## src/hw/rtl/msbfa_pkg.sv

```systemverilog
`default_nettype none
// ----------------------------------------------------------------------------
// msbfa_pkg: shared definitions for the MSB-first bit field access unit
// Widths, buffer geometry, command codes, controller states and the
// command and status groups that join the controller to the datapath.
// ----------------------------------------------------------------------------
package msbfa_pkg;

  // Buffer geometry. The buffer size must be a power of two.
  localparam int BUF_BYTES      = 1024;
  localparam int MAX_FIELD_BITS = 64;
  localparam int ADDR_W         = $clog2(BUF_BYTES);
  localparam int CUR_W          = ADDR_W + 3;

  // Port field widths.
  localparam int CMD_W   = 3;
  localparam int BADDR_W = 10;
  localparam int BYTE_W  = 8;
  localparam int BOFF_W  = 13;
  localparam int CNT_W   = 7;
  localparam int FIELD_W = 64;

  // A field plus a partial leading byte spans this many bits at most.
  localparam int WIN_W = FIELD_W + BYTE_W;
  localparam int NB_W  = $clog2(WIN_W / BYTE_W + 1);

  // Command codes.
  typedef enum logic [CMD_W-1:0] {
    OP_STORE = 3'd0,
    OP_SEEK  = 3'd1,
    OP_READ  = 3'd2,
    OP_WRITE = 3'd3,
    OP_SKIP  = 3'd4
  } op_t;

  // Controller states.
  typedef enum logic [2:0] {
    ST_IDLE,
    ST_DISPATCH,
    ST_READ,
    ST_FETCH,
    ST_BUILD,
    ST_WRITE,
    ST_FINISH
  } state_t;

  // Controller to datapath commands.
  typedef struct packed {
    logic load;
    logic mem_rd;
    logic fetch;
    logic build;
    logic mem_wr;
    logic finish;
  } ctrl_cmd_t;

  // Datapath to controller status.
  typedef struct packed {
    op_t  op;
    logic len_zero;
    logic left_zero;
    logic rd_valid;
    logic out_free;
  } dp_sts_t;

endpackage
`default_nettype wire

```

## src/hw/rtl/msbfa_ctrl.sv

```systemverilog
`default_nettype none
// ----------------------------------------------------------------------------
// msbfa_ctrl: controller of the bit field access unit
// Sequences the byte memory accesses of each command and hands the
// finished word to the output register.
// ----------------------------------------------------------------------------
module msbfa_ctrl import msbfa_pkg::*; (
  input  logic      clk,
  input  logic      rst,
  input  logic      in_valid,
  output logic      in_stall,
  input  dp_sts_t   sts,
  output ctrl_cmd_t cmd
);

  state_t state;
  state_t state_next;

  // State register.
  always_ff @(posedge clk) begin
    if (rst) begin
      state <= ST_IDLE;
    end else begin
      state <= state_next;
    end
  end

  // Next state and commands.
  always_comb begin
    state_next = state;
    cmd        = '0;
    in_stall   = 1'b1;
    case (state)
      ST_IDLE: begin
        in_stall = 1'b0;
        if (in_valid) begin
          cmd.load   = 1'b1;
          state_next = ST_DISPATCH;
        end
      end
      ST_DISPATCH: begin
        case (sts.op)
          OP_STORE: state_next = ST_WRITE;
          OP_READ:  state_next = ST_READ;
          OP_WRITE: state_next = sts.len_zero ? ST_FINISH : ST_FETCH;
          default:  state_next = ST_FINISH;
        endcase
      end
      ST_READ: begin
        // Issue one byte a cycle; leave once the last byte is captured.
        cmd.mem_rd = !sts.left_zero;
        if (sts.left_zero && !sts.rd_valid) begin
          state_next = ST_FINISH;
        end
      end
      ST_FETCH: begin
        cmd.fetch  = 1'b1;
        state_next = ST_BUILD;
      end
      ST_BUILD: begin
        cmd.build  = 1'b1;
        state_next = ST_WRITE;
      end
      ST_WRITE: begin
        if (!sts.left_zero) begin
          cmd.mem_wr = 1'b1;
        end else begin
          state_next = ST_FINISH;
        end
      end
      ST_FINISH: begin
        if (sts.out_free) begin
          cmd.finish = 1'b1;
          state_next = ST_IDLE;
        end
      end
      default: begin
        state_next = ST_IDLE;
      end
    endcase
  end

`ifndef NO_ASSERTIONS
  a_port_exclusive: assert property (@(posedge clk) disable iff (rst)
    !(cmd.mem_wr && (cmd.mem_rd || cmd.fetch)))
    else $error("byte memory read and written in the same cycle");

  a_accept_dispatch: assert property (@(posedge clk) disable iff (rst)
    (in_valid && !in_stall) |=> state == ST_DISPATCH)
    else $error("accepted word not dispatched");

  a_fetch_data: assert property (@(posedge clk) disable iff (rst)
    cmd.fetch |=> (state == ST_BUILD && sts.rd_valid))
    else $error("first byte of a write not available for splicing");

  a_zero_write: assert property (@(posedge clk) disable iff (rst)
    (state == ST_WRITE && sts.op == OP_WRITE) |-> !sts.len_zero)
    else $error("zero-length write reached the memory");
`endif

endmodule
`default_nettype wire

```

## config.mk

```make
export PLATFORM = sky130hd
export DESIGN_NAME = msbfa_ctrl
export DESIGN_NICKNAME = d
export VERILOG_FILES = /design/src/hw/rtl/msbfa_pkg.sv /design/src/hw/rtl/msbfa_ctrl.sv
export SDC_FILE = /design/constraint.sdc
export NUM_CORES = 1
export LEC_CHECK = 0
export BUFFER_PORTS_ARGS = -buffer_cell sky130_fd_sc_hd__buf_2
export CAP_MARGIN = 25
export CORE_AREA = 2 2 39 41
export CTS_CLUSTER_DIAMETER = 100
export DETAILED_ROUTE_END_ITERATION = 12
export DIE_AREA = 0 0 41 43
export GPL_ROUTABILITY_DRIVEN = 1
export HOLD_SLACK_MARGIN = 0.05
export PLACE_DENSITY = 0.55
export SETUP_SLACK_MARGIN = 0.3
export SLEW_MARGIN = 40
export SYNTH_ARGS = -nofsm -noshare
export SYNTH_HDL_FRONTEND = slang
export SYNTH_SLANG_ARGS = --single-unit
```

## constraint.sdc

```tcl
create_clock -name clk -period 3.3 [get_ports clk]
set_input_delay 0.33 -clock clk [delete_from_list [all_inputs] [get_ports clk]]
set_output_delay 0.33 -clock clk [all_outputs]
set_load 0.1 [all_outputs]
```

==> results.sh, run 1 <==
export IMPL_status="finished clean"
export IMPL_hold_viol_final=0
export IMPL_drt_pass1_iterations=3
export IMPL_avgSynthCellArea_sq_um=7.388
export IMPL_gp_congestion=0.7301
export IMPL_cts_buffer_depth=2
export IMPL_num_rows=14
export IMPL_top_usage_layer="met1"
export IMPL_finalSetupTns_ns=0
export IMPL_arrival_ns=1.71
export IMPL_cts_tree="built"
export IMPL_syn_area_sq_um=310.3
export IMPL_fill_cells=166
export IMPL_syn_to_final_growth_pct=35.48
export IMPL_final_cell_mix="16 x buf_2, 5 x nor2_1"
export IMPL_grt_pass1_wl_um=1228
export IMPL_synth_top_area_share_pct=19.35
export IMPL_dpl_hpwl_um=589.8
export IMPL_setup_viol=0
export IMPL_hold_class="primary input to register"
export IMPL_cp_startpoint="state[1]"
export IMPL_viasPerCell=4.813
export IMPL_antenna_found_initial=0
export IMPL_drt_antenna_violating_nets=0
export IMPL_placed_cells=71
export IMPL_use_met1_pct=14.42
export IMPL_synthesis_nets=52
export IMPL_tightest_slew_ns=0.4879
export IMPL_routed_wl_um=785
export IMPL_numPortBuffers=16
export IMPL_io_pins=17
export IMPL_clk_pin_slew_worst_paths_ns=0.04
export IMPL_reg_top3="state (3)"
export IMPL_n_antenna_cell=0
export IMPL_layout_cells_non_filler=75
export IMPL_die_y_um=43
export IMPL_die_x_um=41
export IMPL_drc_errors=0
export IMPL_critPathLaunchType="register"
export IMPL_slew_headroom_pct=67.70
export IMPL_grt_max_degree=15
export IMPL_overflow=0
export IMPL_avgRoutedWirePerCell_um=10.47
export IMPL_grtUsageMet2_pct=13.75
export IMPL_max_stage_delay_ns=0.56
export IMPL_fmax_mhz=489.3
export IMPL_synth_edf_count=0
export IMPL_maxCapViolCount=0
export IMPL_final_common_cell="buf_2"
export IMPL_clockRootBuffer="clkbuf_4"
export IMPL_yosysWarnings=0
export IMPL_grt_pass1_vias=314
export IMPL_final_nets=70
export IMPL_critPathRequiredTime_ns=2.97
export IMPL_regMostFlops="state"
export IMPL_synth_area_leader_cell="dfxtp_1"
export IMPL_fin_crit_ns=2.044
export IMPL_postSynth_asyncResetShare_pct=0
export IMPL_cts_buffers_inserted=3
export IMPL_cts_sinks=3
export IMPL_reg2reg_to="state[1]"
export IMPL_synth_ff_type="dfxtp_1"
export IMPL_synth_cell_types=26
export IMPL_vias=361
export IMPL_start_util_pct=22.42
export IMPL_clock_skew_ns=0.007589
export IMPL_drive_gt1_share_pct=38.98
export IMPL_crit_type="register to output port"
export IMPL_fp_coreArea_sq_mm=0.001384
export IMPL_r2r_slack_ns=1.95
export IMPL_crit_end="cmd[4]"
export IMPL_yosysSeqAreaShare_pct=19.35
export IMPL_netlist_instances=42
export IMPL_final_max_slew_viol_count=0
export IMPL_grt_util_all_layers_pct=10.13
export IMPL_dieArea_sq_mm=0.001763
export IMPL_critPathMaxFanout=13
export IMPL_postCtsSetupBuffers=0
export IMPL_critPathSlowestCell="dfxtp_1"
export IMPL_r2r_start="state[1]"
export IMPL_min_period_over_period_pct=61.93
export IMPL_worstSkewPairLatency_ns=0.24
export IMPL_met3_usage_pct=0
export IMPL_cp_end_kind="output port"
export IMPL_synthTopCellsByArea="dfxtp_1 19%, nor2_1 6.0%, nor2b_1 6.0%, o21a_1 4.8%, nand2b_1 4.0%"
export IMPL_cts_resized=0
export IMPL_worstPathCellList="or3b_1 > nor2_1 > buf_2"
export IMPL_largest_reg_flops=3
export IMPL_rsz0062_at_grt="false"
export IMPL_synth_seq_cells=3
export IMPL_r2r_cells=4
export IMPL_h_tree_depth=1
export IMPL_drt_initial_drc_count=8
export IMPL_hold_buffers=0
==> worst min path at each step <==
stage	start	end	depth (start not counted)
detailed placement	rst	state[1]	2
global route	rst	state[1]	2
CTS	rst	state[1]	2
floorplan	rst	state[1]	1
finish	rst	state[1]	2
global placement	rst	state[1]	2
==> cell families (layout without fill, tap and decap cells) <==
family          after synthesis  after routing  synth area share, %
flops                         3              3                19.36
compound gates               11             11                25.40
buf+inv                       4             21                8.063
simple gates                 24             24                47.18
==> cell type report <==
cell class | count | area (sq um) | area share (%)
clock buffer | 4 | 26.28 | 6.250
inverter | 1 | 3.754 | 0.8929
multi-input combinational | 35 | 230.2 | 54.76
sequential | 3 | 60.06 | 14.29
tap | 16 | 20.02 | 4.762
timing repair buffer | 16 | 80.08 | 19.05
==> worst max-delay path: cells and delay by family, from the launching register on <==
family / cells / cell delay, ns
AND/OR/NAND/NOR: 2 / 0.50
flip-flops: 1 / 0.56
buffers and inverters: 1 / 0.42
==> cell usage after synthesis (2+ instances only) <==
master / n
dfxtp_1: 3
nand2b_1: 2
o21ai_1: 2
nand2_1: 3
buf_2: 2
nor2_1: 5
nor2b_1: 3
nand3_1: 2
o21a_1: 2
nor4_1: 2
==> per-layer routing <==
layer / up-vias / share of wire (%)
li1: 189 / -
met1: 161 / 50
met2: 11 / 45
met3: 0 / 4.8
met4: 0 / 0
met5: - / 0
==> stage by stage <==
step	hold slack, ns	area [sq um]	util [%]	setup WS [ns]
3_5_place_dp	0.5308	394.1	28.48	1.513
6_report	0.2870	420.4	30.38	1.256
3_3_place_gp	0.5276	394.1	28.48	1.548
4_1_cts	0.2819	420.4	30.38	1.262
2_1_floorplan	0.3924	315.3	-	0.6419
5_1_grt	0.2925	420.4	30.38	1.207
Power of run 1 is left out: the tool's default activity adds up to more than one toggle a clock period on the data nets, which glitch-free logic cannot reach.
==> run 2: changes to the inputs <==
--- a/config.mk
+++ b/config.mk
@@ -5,6 +5,7 @@
 export SDC_FILE = /design/constraint.sdc
 export NUM_CORES = 1
 export LEC_CHECK = 0
+export ABC_AREA = 1
 export BUFFER_PORTS_ARGS = -buffer_cell sky130_fd_sc_hd__buf_2
 export CAP_MARGIN = 25
 export CORE_AREA = 2 2 39 41
@@ -13,7 +14,7 @@
 export DIE_AREA = 0 0 41 43
 export GPL_ROUTABILITY_DRIVEN = 1
 export HOLD_SLACK_MARGIN = 0.05
-export PLACE_DENSITY = 0.55
+export PLACE_DENSITY = 0.57
 export SETUP_SLACK_MARGIN = 0.3
 export SLEW_MARGIN = 40
 export SYNTH_ARGS = -nofsm -noshare
==> constraint.sdc (replaced) <==
create_clock -name clk -period 2 [get_ports clk]
set_input_delay 0.2 -clock clk [delete_from_list [all_inputs] [get_ports clk]]
set_output_delay 0.2 -clock clk [all_outputs]
set_load 0.1 [all_outputs]
==> results.sh, run 2 <==
export IMPL_finalSetupTns_ns=0
export IMPL_reg_top3="state (3)"
export IMPL_final_cell_mix="17 x nand2_1, 10 x inv_1, 10 x buf_2"
export IMPL_final_nets=92
export IMPL_h_tree_depth=1
export IMPL_cts_tree="built"
export IMPL_total_power_mw=0.6780
export IMPL_synth_compound_gate_area_share_pct=16.54
export IMPL_final_common_cell="nand2_1"
export IMPL_syn_area_sq_um=325.3
export IMPL_synth_edf_count=0
export IMPL_stdcell_area_sq_um=511.7
export IMPL_reg2reg_to="state[2]"
export IMPL_critPathRequiredTime_ns=1.80
export IMPL_postCtsSetupBuffers=0
export IMPL_holdPathStages=2
export IMPL_synth_area_mux_share_pct=0
export IMPL_synth_area_leader_cell="nand2_1"
export IMPL_status="finished clean"
export IMPL_synth_common_cells="18 x nand2_1, 10 x inv_1, 8 x nor2_1"
export IMPL_syn_to_final_growth_pct=57.31
export IMPL_n_antenna_cell=0
export IMPL_die_x_um=41
export IMPL_place_area_sq_um=469.2
export IMPL_die_y_um=43
export IMPL_regMostFlops="state"
export IMPL_crit_type="register to output port"
export IMPL_worstHoldStart="rst"
export IMPL_start_util_pct=23.51
export IMPL_fin_crit_ns=1.620
export IMPL_synth_cell_types=17
export IMPL_cts_buffers_inserted=3
export IMPL_synth_top_family_by_area="simple AND/OR/NAND/NOR gates"
export IMPL_io_pins=17
export IMPL_critPathMaxFanout=6
export IMPL_rsz0062_at_grt="false"
export IMPL_critPathLaunchType="register"
export IMPL_avgRoutedWirePerCell_um=7.691
export IMPL_power_density_mw_per_mm2=1325
export IMPL_worstSkewPairLatency_ns=0.23
export IMPL_power_frac_clock_pct=15.4
export IMPL_hold_class="primary input to register"
export IMPL_grt_pass1_vias=323
export IMPL_synth_ff_type="dfxtp_1"
export IMPL_grt_pass1_wl_um=1186
export IMPL_clk_pin_slew_worst_paths_ns=0.04
export IMPL_min_period_over_period_pct=81.02
export IMPL_drive_gt1_share_pct=40.74
export IMPL_synthesis_nets=72
export IMPL_power_leakage_nw=0.2790
export IMPL_numPortBuffers=16
export IMPL_r2r_cells=7
export IMPL_num_rows=14
export IMPL_clock_skew_ns=0.005499
export IMPL_cts_buffer_depth=2
export IMPL_tightest_slew_ns=0.4831
export IMPL_hold_buffers=0
export IMPL_whs_endpoint="state[1]"
export IMPL_drt_pass1_iterations=4
export IMPL_yosysSeqAreaShare_pct=18.46
export IMPL_antenna_found_initial=0
export IMPL_drt_initial_drc_count=11
export IMPL_synthTopCellsByArea="nand2_1 21%, dfxtp_1 18%, inv_1 12%, a21oi_1 11%, nor2_1 9.2%"
export IMPL_worstPathCellList="inv_2 > nor4_4 > buf_2"
export IMPL_dpl_hpwl_um=624.4
export IMPL_cts_sinks=3
export IMPL_yosys_area_share_simple_pct=48.85
export IMPL_yosysWarnings=0
export IMPL_setup_viol=0
export IMPL_largest_reg_flops=3
export IMPL_path_buf_inv=2
export IMPL_r2r_start="state[2]"
export IMPL_fmax_mhz=617.2
export IMPL_viasPerCell=4.196
export IMPL_synthAdderAreaFrac_pct=0
export IMPL_synthXorXnorAreaFrac_pct=0
export IMPL_arrival_ns=1.42
export IMPL_fp_coreArea_sq_mm=0.001384
export IMPL_r2r_slack_ns=0.77
export IMPL_yosysMostFrequentCell="nand2_1"
export IMPL_slew_headroom_pct=68.01
export IMPL_synth_seq_cells=3
export IMPL_synth_top_area_share_pct=20.77
export IMPL_gp_congestion=0.7434
export IMPL_final_max_slew_viol_count=0
export IMPL_p_int_mw=0.2693
export IMPL_grt_util_all_layers_pct=9.529
export IMPL_p_switching_mw=0.4087
export IMPL_maxCapViolCount=0
export IMPL_critPathSlowestCell="buf_2"
export IMPL_drc_errors=0
export IMPL_netlist_instances=62
export IMPL_dieArea_sq_mm=0.001763
export IMPL_routed_wl_um=746
export IMPL_cp_top_family="buffers and inverters"
export IMPL_postSynth_asyncResetShare_pct=0
export IMPL_avgSynthCellArea_sq_um=5.247
export IMPL_switching_share_pct=60.28
export IMPL_clockRootBuffer="clkbuf_4"
export IMPL_combPwrFrac_pct=66.7
export IMPL_max_stage_delay_ns=0.46
export IMPL_vias=407
export IMPL_drt_antenna_violating_nets=0
export IMPL_ir_worst_vdd_v=0.0004411
export IMPL_overflow=0
export IMPL_grt_max_degree=10
export IMPL_cp_end_kind="output port"
export IMPL_p_seq_share_pct=18.0
export IMPL_hold_viol_final=0
run 2: cell count changes after synthesis, moves of 2 or more:
cell / previous run / this run
buf_2: 2 / 0
inv_1: 1 / 10
nand2_1: 3 / 18
nor2_1: 5 / 8
a21oi_1: 1 / 7
nor2_2: 0 / 2
nor2b_1: 3 / 0
o21a_1: 2 / 0
nand2b_1: 2 / 0
inv_2: 0 / 2
run 2: cell type report:
type,count,area (sq um)
fill,155,872.1
multi-input combinational,46,264.0
timing repair buffer,16,95.09
sequential,3,61.31
inverter,12,45.04
clock buffer,4,26.28
tap,16,20.02
run 2: power by group through the flow:
| stage | clock network [mW] | registers [mW] | logic (mW) |
|---|---|---|---|
| 2_1_floorplan | 0 | 0.0926 | 0.415 |
| 3_3_place_gp | 0 | 0.120 | 0.443 |
| 3_5_place_dp | 0 | 0.121 | 0.441 |
| 4_1_cts | 0.110 | 0.120 | 0.451 |
| 5_1_grt | 0.114 | 0.125 | 0.487 |
| 6_report | 0.104 | 0.122 | 0.452 |
run 2: how the worst max path moves through the flow:
| stage | slack, ns | startpoint | end | cells past startpoint |
|---|---|---|---|---|
| 6_report | 0.38 | state[1] | cmd[4] | 3 |
| 5_1_grt | 0.30 | state[1] | cmd[4] | 3 |
| 4_1_cts | 0.31 | state[0] | in_stall | 3 |
| 3_5_place_dp | 0.47 | state[0] | cmd[1] | 3 |
| 3_3_place_gp | 0.50 | state[1] | cmd[3] | 5 |
| 2_1_floorplan | 0.27 | state[0] | cmd[4] | 2 |
run 2: what timing repair did:
action	in CTS	in global routing
resized for setup	4	3
cloned	0	0
endpoints found under the setup margin	4	3
run 2: cell families (layout without fill, tap and decap cells):
logic type / after synthesis / count (layout)
and+or+nand+nor: 36 / 36
buffers and inverters: 13 / 32
AOI/OAI and AO/OA: 10 / 10
DFF: 3 / 3
run 2: metal layers:
metal	global-route usage (%)	vias up	wire length [um]
met4	4.000	0	0
met5	0	-	0
met2	13.13	8	370
li1	-	234	-
met1	13.14	165	345
met3	3.141	0	29
run 2: worst reg2reg max path, delay by kind of cell (launching register included):
kind,cells,cell delay [ns]
compound gates,1,0.06
flops,1,0.48
simple gates,6,0.58
run 2: per-stage QoR:
step                      setup slack [ns]  cells  hold WS [ns]  utilization, %
after global placement              0.5027     93        0.3985           33.91
after detailed placement            0.4674     93        0.3988           33.91
final                               0.3797     97        0.1601           36.98
after global routing                0.3004     97        0.1481           36.98
after CTS                           0.3141     97        0.1504           36.53
after floorplan                     0.2680     62        0.2624               -
(Power assumes the default switching activity.)
